===== src/design/dqu_pkg.sv =====
// Shared types and codes for the double-ended queue unit.
`default_nettype none

package dqu_pkg;

    localparam int DEPTH_DEF     = 16;
    localparam int WORD_BITS_DEF = 32;

    localparam int CMD_BITS    = 3;
    localparam int STATUS_BITS = 2;
    localparam int DATA_BITS   = 32;
    localparam int FILL_BITS   = 5;

    localparam logic [CMD_BITS-1:0] CMD_PUSH_FRONT = 3'd0;
    localparam logic [CMD_BITS-1:0] CMD_PUSH_REAR  = 3'd1;
    localparam logic [CMD_BITS-1:0] CMD_POP_FRONT  = 3'd2;
    localparam logic [CMD_BITS-1:0] CMD_POP_REAR   = 3'd3;
    localparam logic [CMD_BITS-1:0] CMD_PEEK       = 3'd4;

    localparam logic [STATUS_BITS-1:0] STATUS_OK    = 2'd0;
    localparam logic [STATUS_BITS-1:0] STATUS_EMPTY = 2'd1;
    localparam logic [STATUS_BITS-1:0] STATUS_FULL  = 2'd2;

    typedef struct packed {
        logic [CMD_BITS-1:0]         command;
        logic signed [DATA_BITS-1:0] data_in;
    } dqu_in_t;

    typedef struct packed {
        logic [STATUS_BITS-1:0]      status;
        logic signed [DATA_BITS-1:0] removed_value;
        logic signed [DATA_BITS-1:0] front_value;
        logic signed [DATA_BITS-1:0] rear_value;
        logic [FILL_BITS-1:0]        fill_level;
        logic                        is_empty;
    } dqu_out_t;

endpackage

`default_nettype wire


===== src/design/dqu_ram.sv =====
// Generic simple dual-port RAM with one write port and a registered read port.
`default_nettype none

module dqu_ram #(
    parameter int WIDTH = dqu_pkg::WORD_BITS_DEF,
    parameter int DEPTH = dqu_pkg::DEPTH_DEF
) (
    input  wire logic                       aclk,
    input  wire logic                       wr_en,
    input  wire logic [$clog2(DEPTH)-1:0]   wr_addr,
    input  wire logic [WIDTH-1:0]           wr_data,
    input  wire logic                       rd_en,
    input  wire logic [$clog2(DEPTH)-1:0]   rd_addr,
    output logic      [WIDTH-1:0]           rd_data
);

    logic [WIDTH-1:0] mem [DEPTH];

    always_ff @(posedge aclk) begin
        if (wr_en) begin
            mem[wr_addr] <= wr_data;
        end
        if (rd_en) begin
            rd_data <= mem[rd_addr];
        end
    end

endmodule

`default_nettype wire


===== src/design/double_ended_queue_unit.sv =====
// Bounded double-ended queue of signed words in a circular RAM.
// A push, a peek, a refused command or a pop that empties the deque shows
//   its result in the cycle after acceptance; one per cycle with m_ready high.
// A pop that leaves words behind passes through the read state: the new end
//   word returns on the single RAM read port in the cycle after its address.
// Reset (aresetn low, synchronous) clears state, head, count and output valid;
//   RAM contents stay undefined until written and need no clearing pass.
`default_nettype none

module double_ended_queue_unit #(
    parameter int DEPTH     = dqu_pkg::DEPTH_DEF,
    parameter int WORD_BITS = dqu_pkg::WORD_BITS_DEF
) (
    input  wire logic             aclk,
    input  wire logic             aresetn,
    input  wire logic             s_valid,
    output logic                  s_ready,
    input  wire dqu_pkg::dqu_in_t s_payload,
    output logic                  m_valid,
    input  wire logic             m_ready,
    output dqu_pkg::dqu_out_t     m_payload
);

    import dqu_pkg::*;

    localparam int IW = $clog2(DEPTH);
    localparam int SW = IW + 1;
    localparam int CW = $clog2(DEPTH + 1);

    localparam logic ST_IDLE = 1'b0;
    localparam logic ST_READ = 1'b1;

    typedef logic [WORD_BITS-1:0] word_t;

    logic            state_reg,   state_next;
    logic [IW-1:0]   head_reg,    head_next;
    logic [CW-1:0]   count_reg,   count_next;
    word_t           front_reg,   front_next;
    word_t           rear_reg,    rear_next;
    word_t           removed_reg, removed_next;
    logic            side_reg,    side_next;
    logic            m_valid_reg, m_valid_next;
    dqu_out_t        m_payload_reg, m_payload_next;

    logic            wr_en;
    logic [IW-1:0]   wr_addr;
    word_t           wr_data;
    logic            rd_en;
    logic [IW-1:0]   rd_addr;
    word_t           rd_data;

    logic            accept;
    logic            is_full;
    logic            is_empty_now;
    logic            need_read;
    logic [STATUS_BITS-1:0] status;
    word_t           removed;
    word_t           word_in;
    logic [SW-1:0]   head_ext;
    logic [SW-1:0]   count_ext;

    function automatic logic [IW-1:0] wrap_idx(input logic [SW-1:0] s);
        logic [SW-1:0] d;
        begin
            d = (s >= SW'(DEPTH)) ? s - SW'(DEPTH) : s;
            return d[IW-1:0];
        end
    endfunction

    function automatic logic [DATA_BITS-1:0] to_out(input word_t w);
        logic [WORD_BITS+DATA_BITS-1:0] ext;
        begin
            ext = {{DATA_BITS{w[WORD_BITS-1]}}, w};
            return ext[DATA_BITS-1:0];
        end
    endfunction

    function automatic dqu_out_t build_out(
        input logic [STATUS_BITS-1:0] st,
        input word_t                  rem,
        input word_t                  fr,
        input word_t                  rr,
        input logic [CW-1:0]          cnt
    );
        dqu_out_t                 o;
        logic [CW+FILL_BITS-1:0]  cnt_ext;
        begin
            cnt_ext         = {{FILL_BITS{1'b0}}, cnt};
            o.status        = st;
            o.removed_value = to_out(rem);
            o.front_value   = (cnt == '0) ? '1 : to_out(fr);
            o.rear_value    = (cnt == '0) ? '1 : to_out(rr);
            o.fill_level    = cnt_ext[FILL_BITS-1:0];
            o.is_empty      = (cnt == '0);
            return o;
        end
    endfunction

    logic [WORD_BITS+DATA_BITS-1:0] data_ext;

    assign data_ext     = {{WORD_BITS{s_payload.data_in[DATA_BITS-1]}}, s_payload.data_in};
    assign word_in      = data_ext[WORD_BITS-1:0];
    assign head_ext     = {1'b0, head_reg};
    assign count_ext    = SW'(count_reg);
    assign is_full      = (count_reg == CW'(DEPTH));
    assign is_empty_now = (count_reg == '0);

    assign s_ready   = (state_reg == ST_IDLE) && (!m_valid_reg || m_ready);
    assign accept    = s_valid && s_ready;
    assign m_valid   = m_valid_reg;
    assign m_payload = m_payload_reg;

    always_comb begin
        state_next     = state_reg;
        head_next      = head_reg;
        count_next     = count_reg;
        front_next     = front_reg;
        rear_next      = rear_reg;
        removed_next   = removed_reg;
        side_next      = side_reg;
        m_valid_next   = m_valid_reg && !m_ready;
        m_payload_next = m_payload_reg;
        wr_en          = 1'b0;
        wr_addr        = head_reg;
        wr_data        = word_in;
        rd_en          = 1'b0;
        rd_addr        = head_reg;
        status         = STATUS_OK;
        removed        = '0;
        need_read      = 1'b0;
        unique case (state_reg)
            ST_IDLE: begin
                if (accept) begin
                    unique case (s_payload.command)
                        CMD_PUSH_FRONT: begin
                            if (is_full) begin
                                status = STATUS_FULL;
                            end else begin
                                head_next  = (head_reg == '0) ? IW'(DEPTH - 1)
                                                              : head_reg - IW'(1);
                                count_next = count_reg + CW'(1);
                                wr_en      = 1'b1;
                                wr_addr    = head_next;
                                front_next = word_in;
                                if (is_empty_now) begin
                                    rear_next = word_in;
                                end
                            end
                        end
                        CMD_PUSH_REAR: begin
                            if (is_full) begin
                                status = STATUS_FULL;
                            end else begin
                                count_next = count_reg + CW'(1);
                                wr_en      = 1'b1;
                                wr_addr    = wrap_idx(head_ext + count_ext);
                                rear_next  = word_in;
                                if (is_empty_now) begin
                                    front_next = word_in;
                                end
                            end
                        end
                        CMD_POP_FRONT: begin
                            if (is_empty_now) begin
                                status = STATUS_EMPTY;
                            end else begin
                                removed    = front_reg;
                                head_next  = wrap_idx(head_ext + SW'(1));
                                count_next = count_reg - CW'(1);
                                if (count_reg > CW'(1)) begin
                                    need_read = 1'b1;
                                    rd_en     = 1'b1;
                                    rd_addr   = head_next;
                                    side_next = 1'b0;
                                end
                            end
                        end
                        CMD_POP_REAR: begin
                            if (is_empty_now) begin
                                status = STATUS_EMPTY;
                            end else begin
                                removed    = rear_reg;
                                count_next = count_reg - CW'(1);
                                if (count_reg > CW'(1)) begin
                                    need_read = 1'b1;
                                    rd_en     = 1'b1;
                                    rd_addr   = wrap_idx(head_ext + count_ext - SW'(2));
                                    side_next = 1'b1;
                                end
                            end
                        end
                        default: begin
                        end
                    endcase
                    if (need_read) begin
                        state_next   = ST_READ;
                        removed_next = removed;
                    end else begin
                        m_valid_next   = 1'b1;
                        m_payload_next = build_out(status, removed, front_next,
                                                   rear_next, count_next);
                    end
                end
            end
            ST_READ: begin
                if (!m_valid_reg || m_ready) begin
                    if (side_reg) begin
                        rear_next = rd_data;
                    end else begin
                        front_next = rd_data;
                    end
                    m_valid_next   = 1'b1;
                    m_payload_next = build_out(STATUS_OK, removed_reg, front_next,
                                               rear_next, count_reg);
                    state_next     = ST_IDLE;
                end
            end
        endcase
    end

    always_ff @(posedge aclk) begin
        if (!aresetn) begin
            state_reg   <= ST_IDLE;
            head_reg    <= '0;
            count_reg   <= '0;
            m_valid_reg <= 1'b0;
        end else begin
            state_reg   <= state_next;
            head_reg    <= head_next;
            count_reg   <= count_next;
            m_valid_reg <= m_valid_next;
        end
    end

    always_ff @(posedge aclk) begin
        front_reg     <= front_next;
        rear_reg      <= rear_next;
        removed_reg   <= removed_next;
        side_reg      <= side_next;
        m_payload_reg <= m_payload_next;
    end

    dqu_ram #(
        .WIDTH (WORD_BITS),
        .DEPTH (DEPTH)
    ) u_store (
        .aclk    (aclk),
        .wr_en   (wr_en),
        .wr_addr (wr_addr),
        .wr_data (wr_data),
        .rd_en   (rd_en),
        .rd_addr (rd_addr),
        .rd_data (rd_data)
    );

    a_count_bound: assert property (@(posedge aclk) disable iff (!aresetn)
        count_reg <= CW'(DEPTH))
        else $error("fill count above depth");

    a_head_bound: assert property (@(posedge aclk) disable iff (!aresetn)
        head_reg < IW'(DEPTH - 1) || head_reg == IW'(DEPTH - 1))
        else $error("head index out of range");

    a_no_rw_same_cycle: assert property (@(posedge aclk) disable iff (!aresetn)
        !(wr_en && rd_en))
        else $error("RAM written and read in one cycle");

    a_read_blocks_input: assert property (@(posedge aclk) disable iff (!aresetn)
        state_reg == ST_READ |-> !s_ready)
        else $error("input accepted during pending RAM read");

    a_empty_pop_holds: assert property (@(posedge aclk) disable iff (!aresetn)
        (accept && count_reg == '0 &&
         (s_payload.command == CMD_POP_FRONT || s_payload.command == CMD_POP_REAR))
        |=> (count_reg == '0 && m_valid_reg && m_payload_reg.status == STATUS_EMPTY))
        else $error("pop on empty deque changed state");

endmodule

`default_nettype wire

===== config.mk =====
export PLATFORM = sky130hd
export DESIGN_NAME = double_ended_queue_unit
export DESIGN_NICKNAME = d
export VERILOG_FILES = /design/src/design/dqu_pkg.sv /design/src/design/dqu_ram.sv /design/src/design/double_ended_queue_unit.sv
export SDC_FILE = /design/constraint.sdc
export NUM_CORES = 1
export LEC_CHECK = 0
export BUFFER_PORTS_ARGS = -buffer_cell sky130_fd_sc_hd__buf_4
export CAP_MARGIN = 20
export CORE_AREA = 5 5 268 270
export DETAILED_ROUTE_END_ITERATION = 8
export DIE_AREA = 0 0 273 275
export GPL_ROUTABILITY_DRIVEN = 0
export SLEW_MARGIN = 20
export SYNTH_ARGS = -nofsm -noshare
export SYNTH_HDL_FRONTEND = slang
export SYNTH_HIERARCHICAL = 1
export SYNTH_SLANG_ARGS = --single-unit
export TNS_END_PERCENT = 30

===== constraint.sdc =====
create_clock -name aclk -period 7.6 [get_ports aclk]
set_clock_uncertainty 0.1 [all_clocks]
set_input_delay 0.76 -clock aclk [delete_from_list [all_inputs] [get_ports aclk]]
set_output_delay 0.76 -clock aclk [all_outputs]
set_load 0.05 [all_outputs]

## Word-level counts from Yosys, hierarchy flattened

Memories as Yosys holds them, arrays and structs flattened. A register that Yosys moved wholly into a read port is not among the register bits.
Cells that the tools add are included.

| word-level totals | value |
|---|---|
| word-level logic and storage cells | 139 |
| memories | 1 |
| bits in writable memories | 512 |
| register bits | 212 |
| output and inout bits | 106 |

| cells by class | value |
|---|---|
| muxes and demuxes | 79 |
| reduce and logical (&&, ||, !) cells | 20 |
| add/sub/neg operators | 9 |
| order comparisons | 4 |
| equal/unequal tests | 11 |
| bitwise gates (word level) | 1 |

Memory list:

| memory | words | bits a word | rd ports | clocked after memory_dff | write ports | line | RTL |
|---|---|---|---|---|---|---|---|
| u_store.mem | 16 | 32 | 1 | 1 | 1 | dqu_ram.sv:17 | `logic [WIDTH-1:0] mem [DEPTH];` |

Operator list:

| operator | number |
|---|---|
| 2-to-1 mux 32 bit | 18 |
| case mux 32 bit (2 select lines) | 5 |
| 2-to-1 mux 104 bit | 3 |
| case mux 104 bit (2 select lines) | 1 |
| 2-to-1 mux 4 bit | 15 |
| 2-to-1 mux 1 bit | 24 |
| case mux 4 bit (2 select lines) | 3 |
| 2-to-1 mux 5 bit | 4 |
| subtractor 4 x 1 -> 4 bit (second input constant) | 4 |
| >= comparator 5 bit (second input constant) | 3 |
| inequality test 2 bit (second input constant) | 6 |
| logical NOT 5 bit | 2 |
| case mux 5 bit (2 select lines) | 1 |
| AND reduction 7 bit | 1 |
| equality test 3 x 2 -> 1 bit (second input constant) | 2 |
| case mux 1 bit (2 select lines) | 3 |
| AND reduction 3 bit | 2 |
| adder 4 x 1 -> 5 bit (second input constant) | 1 |
| adder 4 x 5 -> 5 bit | 1 |
| adder 5 x 1 -> 5 bit (second input constant) | 1 |
| equality test 5 bit (second input constant) | 1 |
| greater-than comparator 5 x 1 -> 1 bit (second input constant) | 1 |
| subtractor 5 x 1 -> 5 bit (second input constant) | 1 |
| subtractor 5 x 2 -> 5 bit (second input constant) | 1 |
| 14 further kinds | 20 |

## Logic depth before layout (Yosys ltp)

| logic depth | value |
|---|---|
| depth after elaboration | 11 |
| gate-level depth with buffers | 14 |
| mapped depth without buffers | 10 |

## By module

Netlist, hierarchy kept.

By module, submodules not included:

| module | times used | seq. area each (sq um) | area each (sq um) | cells an instance |
|---|---|---|---|---|
| dqu_ram | 1 | 16,335.7 | 20,155.6 | 838 |
| double_ended_queue_unit | 1 | 6,256.0 | 11,348.4 | 952 |

## Worst setup path after synthesis

Ideal clock, no wire load.

| timing path | value |
|---|---|
| path kind | register -> register |
| from | register count_reg[1], in the netlist count_ext[1] |
| to | register m_payload_reg, in the netlist m_payload[0] (enable) |
| setup slack | 0.003 ns |
| arrival time | 6.896 ns |
| library setup time | 0.602 ns |
| cell stages (with the launch flop) | 10 |
| clock period less this slack | 7.597 ns |
| cell sequence | dfxtp_1 > buf_2 > inv_1 > ha_1 > buf_2 > or4b_4 > clkbuf_1 > nand2_1 > o21ai_0 > a21oi_1 |

| between the ends | value |
|---|---|
| longest elaborated chain between the ends | 8 |
| elaborated cells between the ends (all ways) | 9 |
| classes of those cells | 1 x order compare; 1 x eq/ne; 5 x mux; 2 x reduce/logical |

RTL lines:

| element | line | RTL |
|---|---|---|
| start: declaration | double_ended_queue_unit.sv:37 | `logic [CW-1:0] count_reg, count_next;` |
| start signal: assignment | double_ended_queue_unit.sv:230 | `count_reg <= count_next;` |
| greater-than comparator 5 x 1 -> 1 bit | double_ended_queue_unit.sv:170, double_ended_queue_unit.sv:184 |  |
| 2-to-1 mux 1 bit | double_ended_queue_unit.sv:170, double_ended_queue_unit.sv:184 |  |
| 2-to-1 mux 1 bit * | double_ended_queue_unit.sv:164 | `if (is_empty_now) begin` |
| 2-to-1 mux 1 bit * | -- |  |
| 2-to-1 mux 1 bit * | double_ended_queue_unit.sv:133 | `if (accept) begin` |
| 2-to-1 mux 1 bit * | double_ended_queue_unit.sv:131 | `unique case (state_reg)` |
| inequality test 2 bit (no line) * | -- |  |
| AND reduction 3 bit (no line) * | -- |  |
| end signal: assignment | double_ended_queue_unit.sv:240 | `m_payload_reg <= m_payload_next;` |
| end: declaration | double_ended_queue_unit.sv:43 | `dqu_out_t m_payload_reg, m_payload_next;` |

Every way passes the cells marked *; elsewhere a longest branch is shown, timed or not. The select of a mux whose other input is x is not followed.
A chain may end at the register's enable or synchronous reset.

## Worst setup path in the final report

| timing path | value |
|---|---|
| from | register count_reg[0], in the netlist count_ext[0] |
| to | memory u_store/mem[1][24] (netlist bit) (enable) |

| between the ends | value |
|---|---|
| longest elaborated chain between the ends | 7 |
| elaborated cells between the ends (all ways) | 16 |
| classes of those cells | 2 x add/sub; 1 x order compare; 1 x eq/ne; 12 x mux |

RTL lines:

| element | line | RTL |
|---|---|---|
| equality test 5 bit | double_ended_queue_unit.sv:105 | `assign is_full = (count_reg == CW'(DEPTH));` |
| 2-to-1 mux 1 bit | double_ended_queue_unit.sv:136, double_ended_queue_unit.sv:151 |  |
| 2-to-1 mux 1 bit | -- |  |
| 2-to-1 mux 1 bit | double_ended_queue_unit.sv:133 |  |
| 2-to-1 mux 1 bit | double_ended_queue_unit.sv:131 |  |
| via wr_en | double_ended_queue_unit.sv:45 | `logic wr_en;` |
| 2-to-1 mux 1 bit | dqu_ram.sv:20 | `if (wr_en) begin` |
| 2-to-1 mux 1 bit (implied by the code) | dqu_ram.sv:21 | `mem[wr_addr] <= wr_data;` |
| end: declaration | dqu_ram.sv:17 |  |

The timed path passes the listed nets, and every way through them passes these cells.

==> metrics.yaml <==
sta:
  maxSlewHeadroom_pct: 20.97
  finalSetupViolCount: 0
  fin_crit_ns: 5.038
  slew_violations: 0
  hold_violations: 0
  rsz0062_at_grt: "no"
  finalCritPeriodShare_pct: 66.29
  tns_ns: 0
  tightest_slew_ns: 1.184
  timing.fmax_mhz: 198.5
routing:
  routedWlPerCell_um: 25.86
  first_iter_violations: 1944
  ant_nets: 0
  drt_wl_total_mm: 75.47
  drc: 0
  vias_per_cell: 5.982
  via_count: 17460
  drtPass1Iterations: 5
floorplan:
  start_util_pct: 45.46
  fp.dieH_um: 275
  rows: 97
  fp.coreArea_mm2: 0.06930
  die_w_um: 273
  pin_count: 145
  dieArea_mm2: 0.07508
logic_synthesis:
  syn_avg_cell_area_um2: 17.60
  synthArstFlopShare_pct: 0
  synth_nets: 1840
  synth_cell_types: 74
  synth_seq_area_share_pct: 71.71
  synth_adder_area_share_pct: 0.4607
  synth_top_family_by_area: "multiplexers"
  synth_enable_flop_cells: 745
  synth-main-ff-cell: "edfxtp_1"
  synthMuxAreaShare_pct: 10.99
  yosysWarnings: 6
  synth-xor-area-share_pct: 0.2939
  synth-compound-area-share_pct: 9.607
  synth_area_mm2: 0.03150
  syn_inst: 1790
  ys_seq_elements: 756
  yosys.area_share.simple_pct: 4.182
worst_setup_path:
  crit_start: "count_ext[0]$_SDFFE_PN0P_"
  crit_required_ns: 7.73
  setup.worst_path.class: "flop to flop"
  worstPathArrival_ns: 5.17
  critPathMaxFanout: 32
  endpoint_kind: "flop"
  reg2reg_from: "count_ext[0]$_SDFFE_PN0P_"
  reg2reg_depth: 10
  start_kind: "flop"
finish:
  instances_no_fill: 2919
  nets: 1967
  areaGrowthSynthToFinish_pct: 15.27
  drive_above_1_share_pct: 27.45
  final_util_pct: 52.40
  n_fill_cell: 5524
  largest_reg_flops: 512
clocking:
  cts_root_buf: "clkbuf_16"
  clk_latency_ns: 0.62
  htreeDepth: 3
  cts_buffer_depth: 3
  cts_tree: "built"
  cts.sinks: 756
  path_clk_slew_ns: 0.06
  post-cts-setup-buffer-count: 0
  cts.repair.resized: 0
  cts_made_buffers: 77
  cts_hold_buffers: 0
grt:
  grt_pass1_wl_mm: 112.8
  overflow: 0
  antenna_found_initial: 2
  grt_max_degree: 108
  grtUsageTotal_pct: 19.80
  grt_pass1_vias: 17310
power:
  powerDensity_mw_per_mm2: 269.3
  clkPwrFrac_pct: 38.2
  p_leak_nw: 11.81
  p_sw_mw: 2.480
  comb_power_share_pct: 12.3
  p_total_mw: 9.778
  p_seq_share_pct: 49.5
  ir_worst_vdd_v: 0.0001590
  internal_power_mw: 7.298
  switching_share_pct: 25.37
placement:
  dpl.cell_count: 2771
  hpwl_mm: 46.26
  numPortBuffers: 144
job:
  maxCapViolCount: 0
min_path:
  worstHoldPathCells: 2
  hold_start: "aresetn"
  hold_class: "input port to flop"
status:
  run_status: "finished clean"
## critical path: stages, from the launching register on
cell and delay, ns:
dfxtp_1 0.41, inv_1 0.24, ha_1 0.38, nor4bb_4 0.25, buf_4 0.41, nor2_1 0.23
nand2_1 0.26, inv_1 0.14, o21ai_0 0.80, nand2b_1 0.46, nor2_4 0.94
## area by class of cell
type	instances	area [µm²]	area share, %
multi-input combinational	838	8258	22.74
inverter	61	229.0	0.6305
sequential	756	22590	62.21
tap	940	1176	3.239
antenna	1	2.502	0.006891
clock inverter	45	478.0	1.316
timing repair buffer	183	1574	4.334
clock buffer	95	2004	5.520
## cell usage in the layout (no fill, tap or decap), drive strengths merged, types with 5 or more instances in the layout
| cell | count |
|---|---|
| a211o | 17 |
| a21oi | 16 |
| nor3 | 16 |
| dfxtp | 11 |
| bufinv | 7 |
| clkinvlp | 5 |
| o311ai | 18 |
| a22o | 31 |
| nand3 | 10 |
| xnor2 | 5 |
| inv | 63 |
| ha | 10 |
| nor2b | 23 |
| or3 | 13 |
| clkbuf | 96 |
| a2111o | 18 |
| o21ai | 68 |
| o221ai | 45 |
| edfxtp | 745 |
| nor2 | 96 |
| o211ai | 30 |
| o31a | 9 |
| nand2b | 28 |
| mux2i | 23 |
| o22a | 11 |
| nand2 | 52 |
| a22oi | 70 |
| buf | 182 |
| or3b | 6 |
| mux4 | 128 |
| mux2 | 31 |
| a31oi | 6 |
| clkinv | 31 |
## logic make-up after synthesis
family,count (synthesis)
compound gates,370
xor+xnor,9
fa+ha+maj,11
buf+inv,196
flops,756
mux,182
simple gates,266
## stage by stage
step,hold slack (ns),area [µm²],setup slack [ns]
6_report,0.3099,36310,2.562
5_1_grt,0.2984,36310,2.213
4_1_cts,0.2697,36150,2.512
3_5_place_dp,0.4272,33660,2.432
3_3_place_gp,0.4327,33560,2.546
2_1_floorplan,0.3984,31500,0.002720
## Yosys cell counts (11+ instances only)
master,n,area (µm²)
a2111o_1,18,202.7
a211o_1,17,148.9
a21oi_1,16,80.08
a22o_1,31,271.5
a22oi_1,69,518.0
buf_1,16,60.06
buf_2,28,140.1
buf_4,11,82.58
clkbuf_1,70,262.8
dfxtp_1,11,220.2
edfxtp_1,745,22370
inv_1,59,221.5
mux2_2,31,349.1
mux2i_1,23,230.2
mux4_2,128,2883
nand2_1,52,195.2
nand2b_1,28,175.2
nor2_1,95,356.6
nor2b_1,23,143.9
nor3_1,16,80.08
o211ai_2,30,375.4
o21ai_0,47,235.2
o21ai_2,11,96.34
o221ai_1,45,394.1
o22a_1,11,96.34
o311ai_0,17,148.9
or3_1,13,81.33
## final timing paths
kind                                                endpoint  slack, ns
worst max register to register  u_store/mem[1][24]$_DFFE_PP_       2.56
worst min-delay path                head_reg[3]$_SDFFE_PN0P_       0.31
worst max-delay path            u_store/mem[1][24]$_DFFE_PP_       2.56
worst min register to register       m_payload[82]$_DFFE_PP_       0.45
## power by group through the flow
stage	combinational (mW)	clock (mW)	sequential (mW)
floorplan	0.593	0	5.17
global placement	1.19	0	4.93
detailed placement	1.20	0	4.93
CTS	1.20	3.81	4.84
global route	1.29	3.99	4.86
finish	1.20	3.73	4.84
## layer usage
layer	vias up	track usage (%)	routed length, µm
met5	-	0	0
met4	0	5.111	1362
met3	89	4.012	6317
met2	739	29.10	33870
met1	9074	30.53	33930
li1	7558	-	-
(Power assumes the default switching activity.)
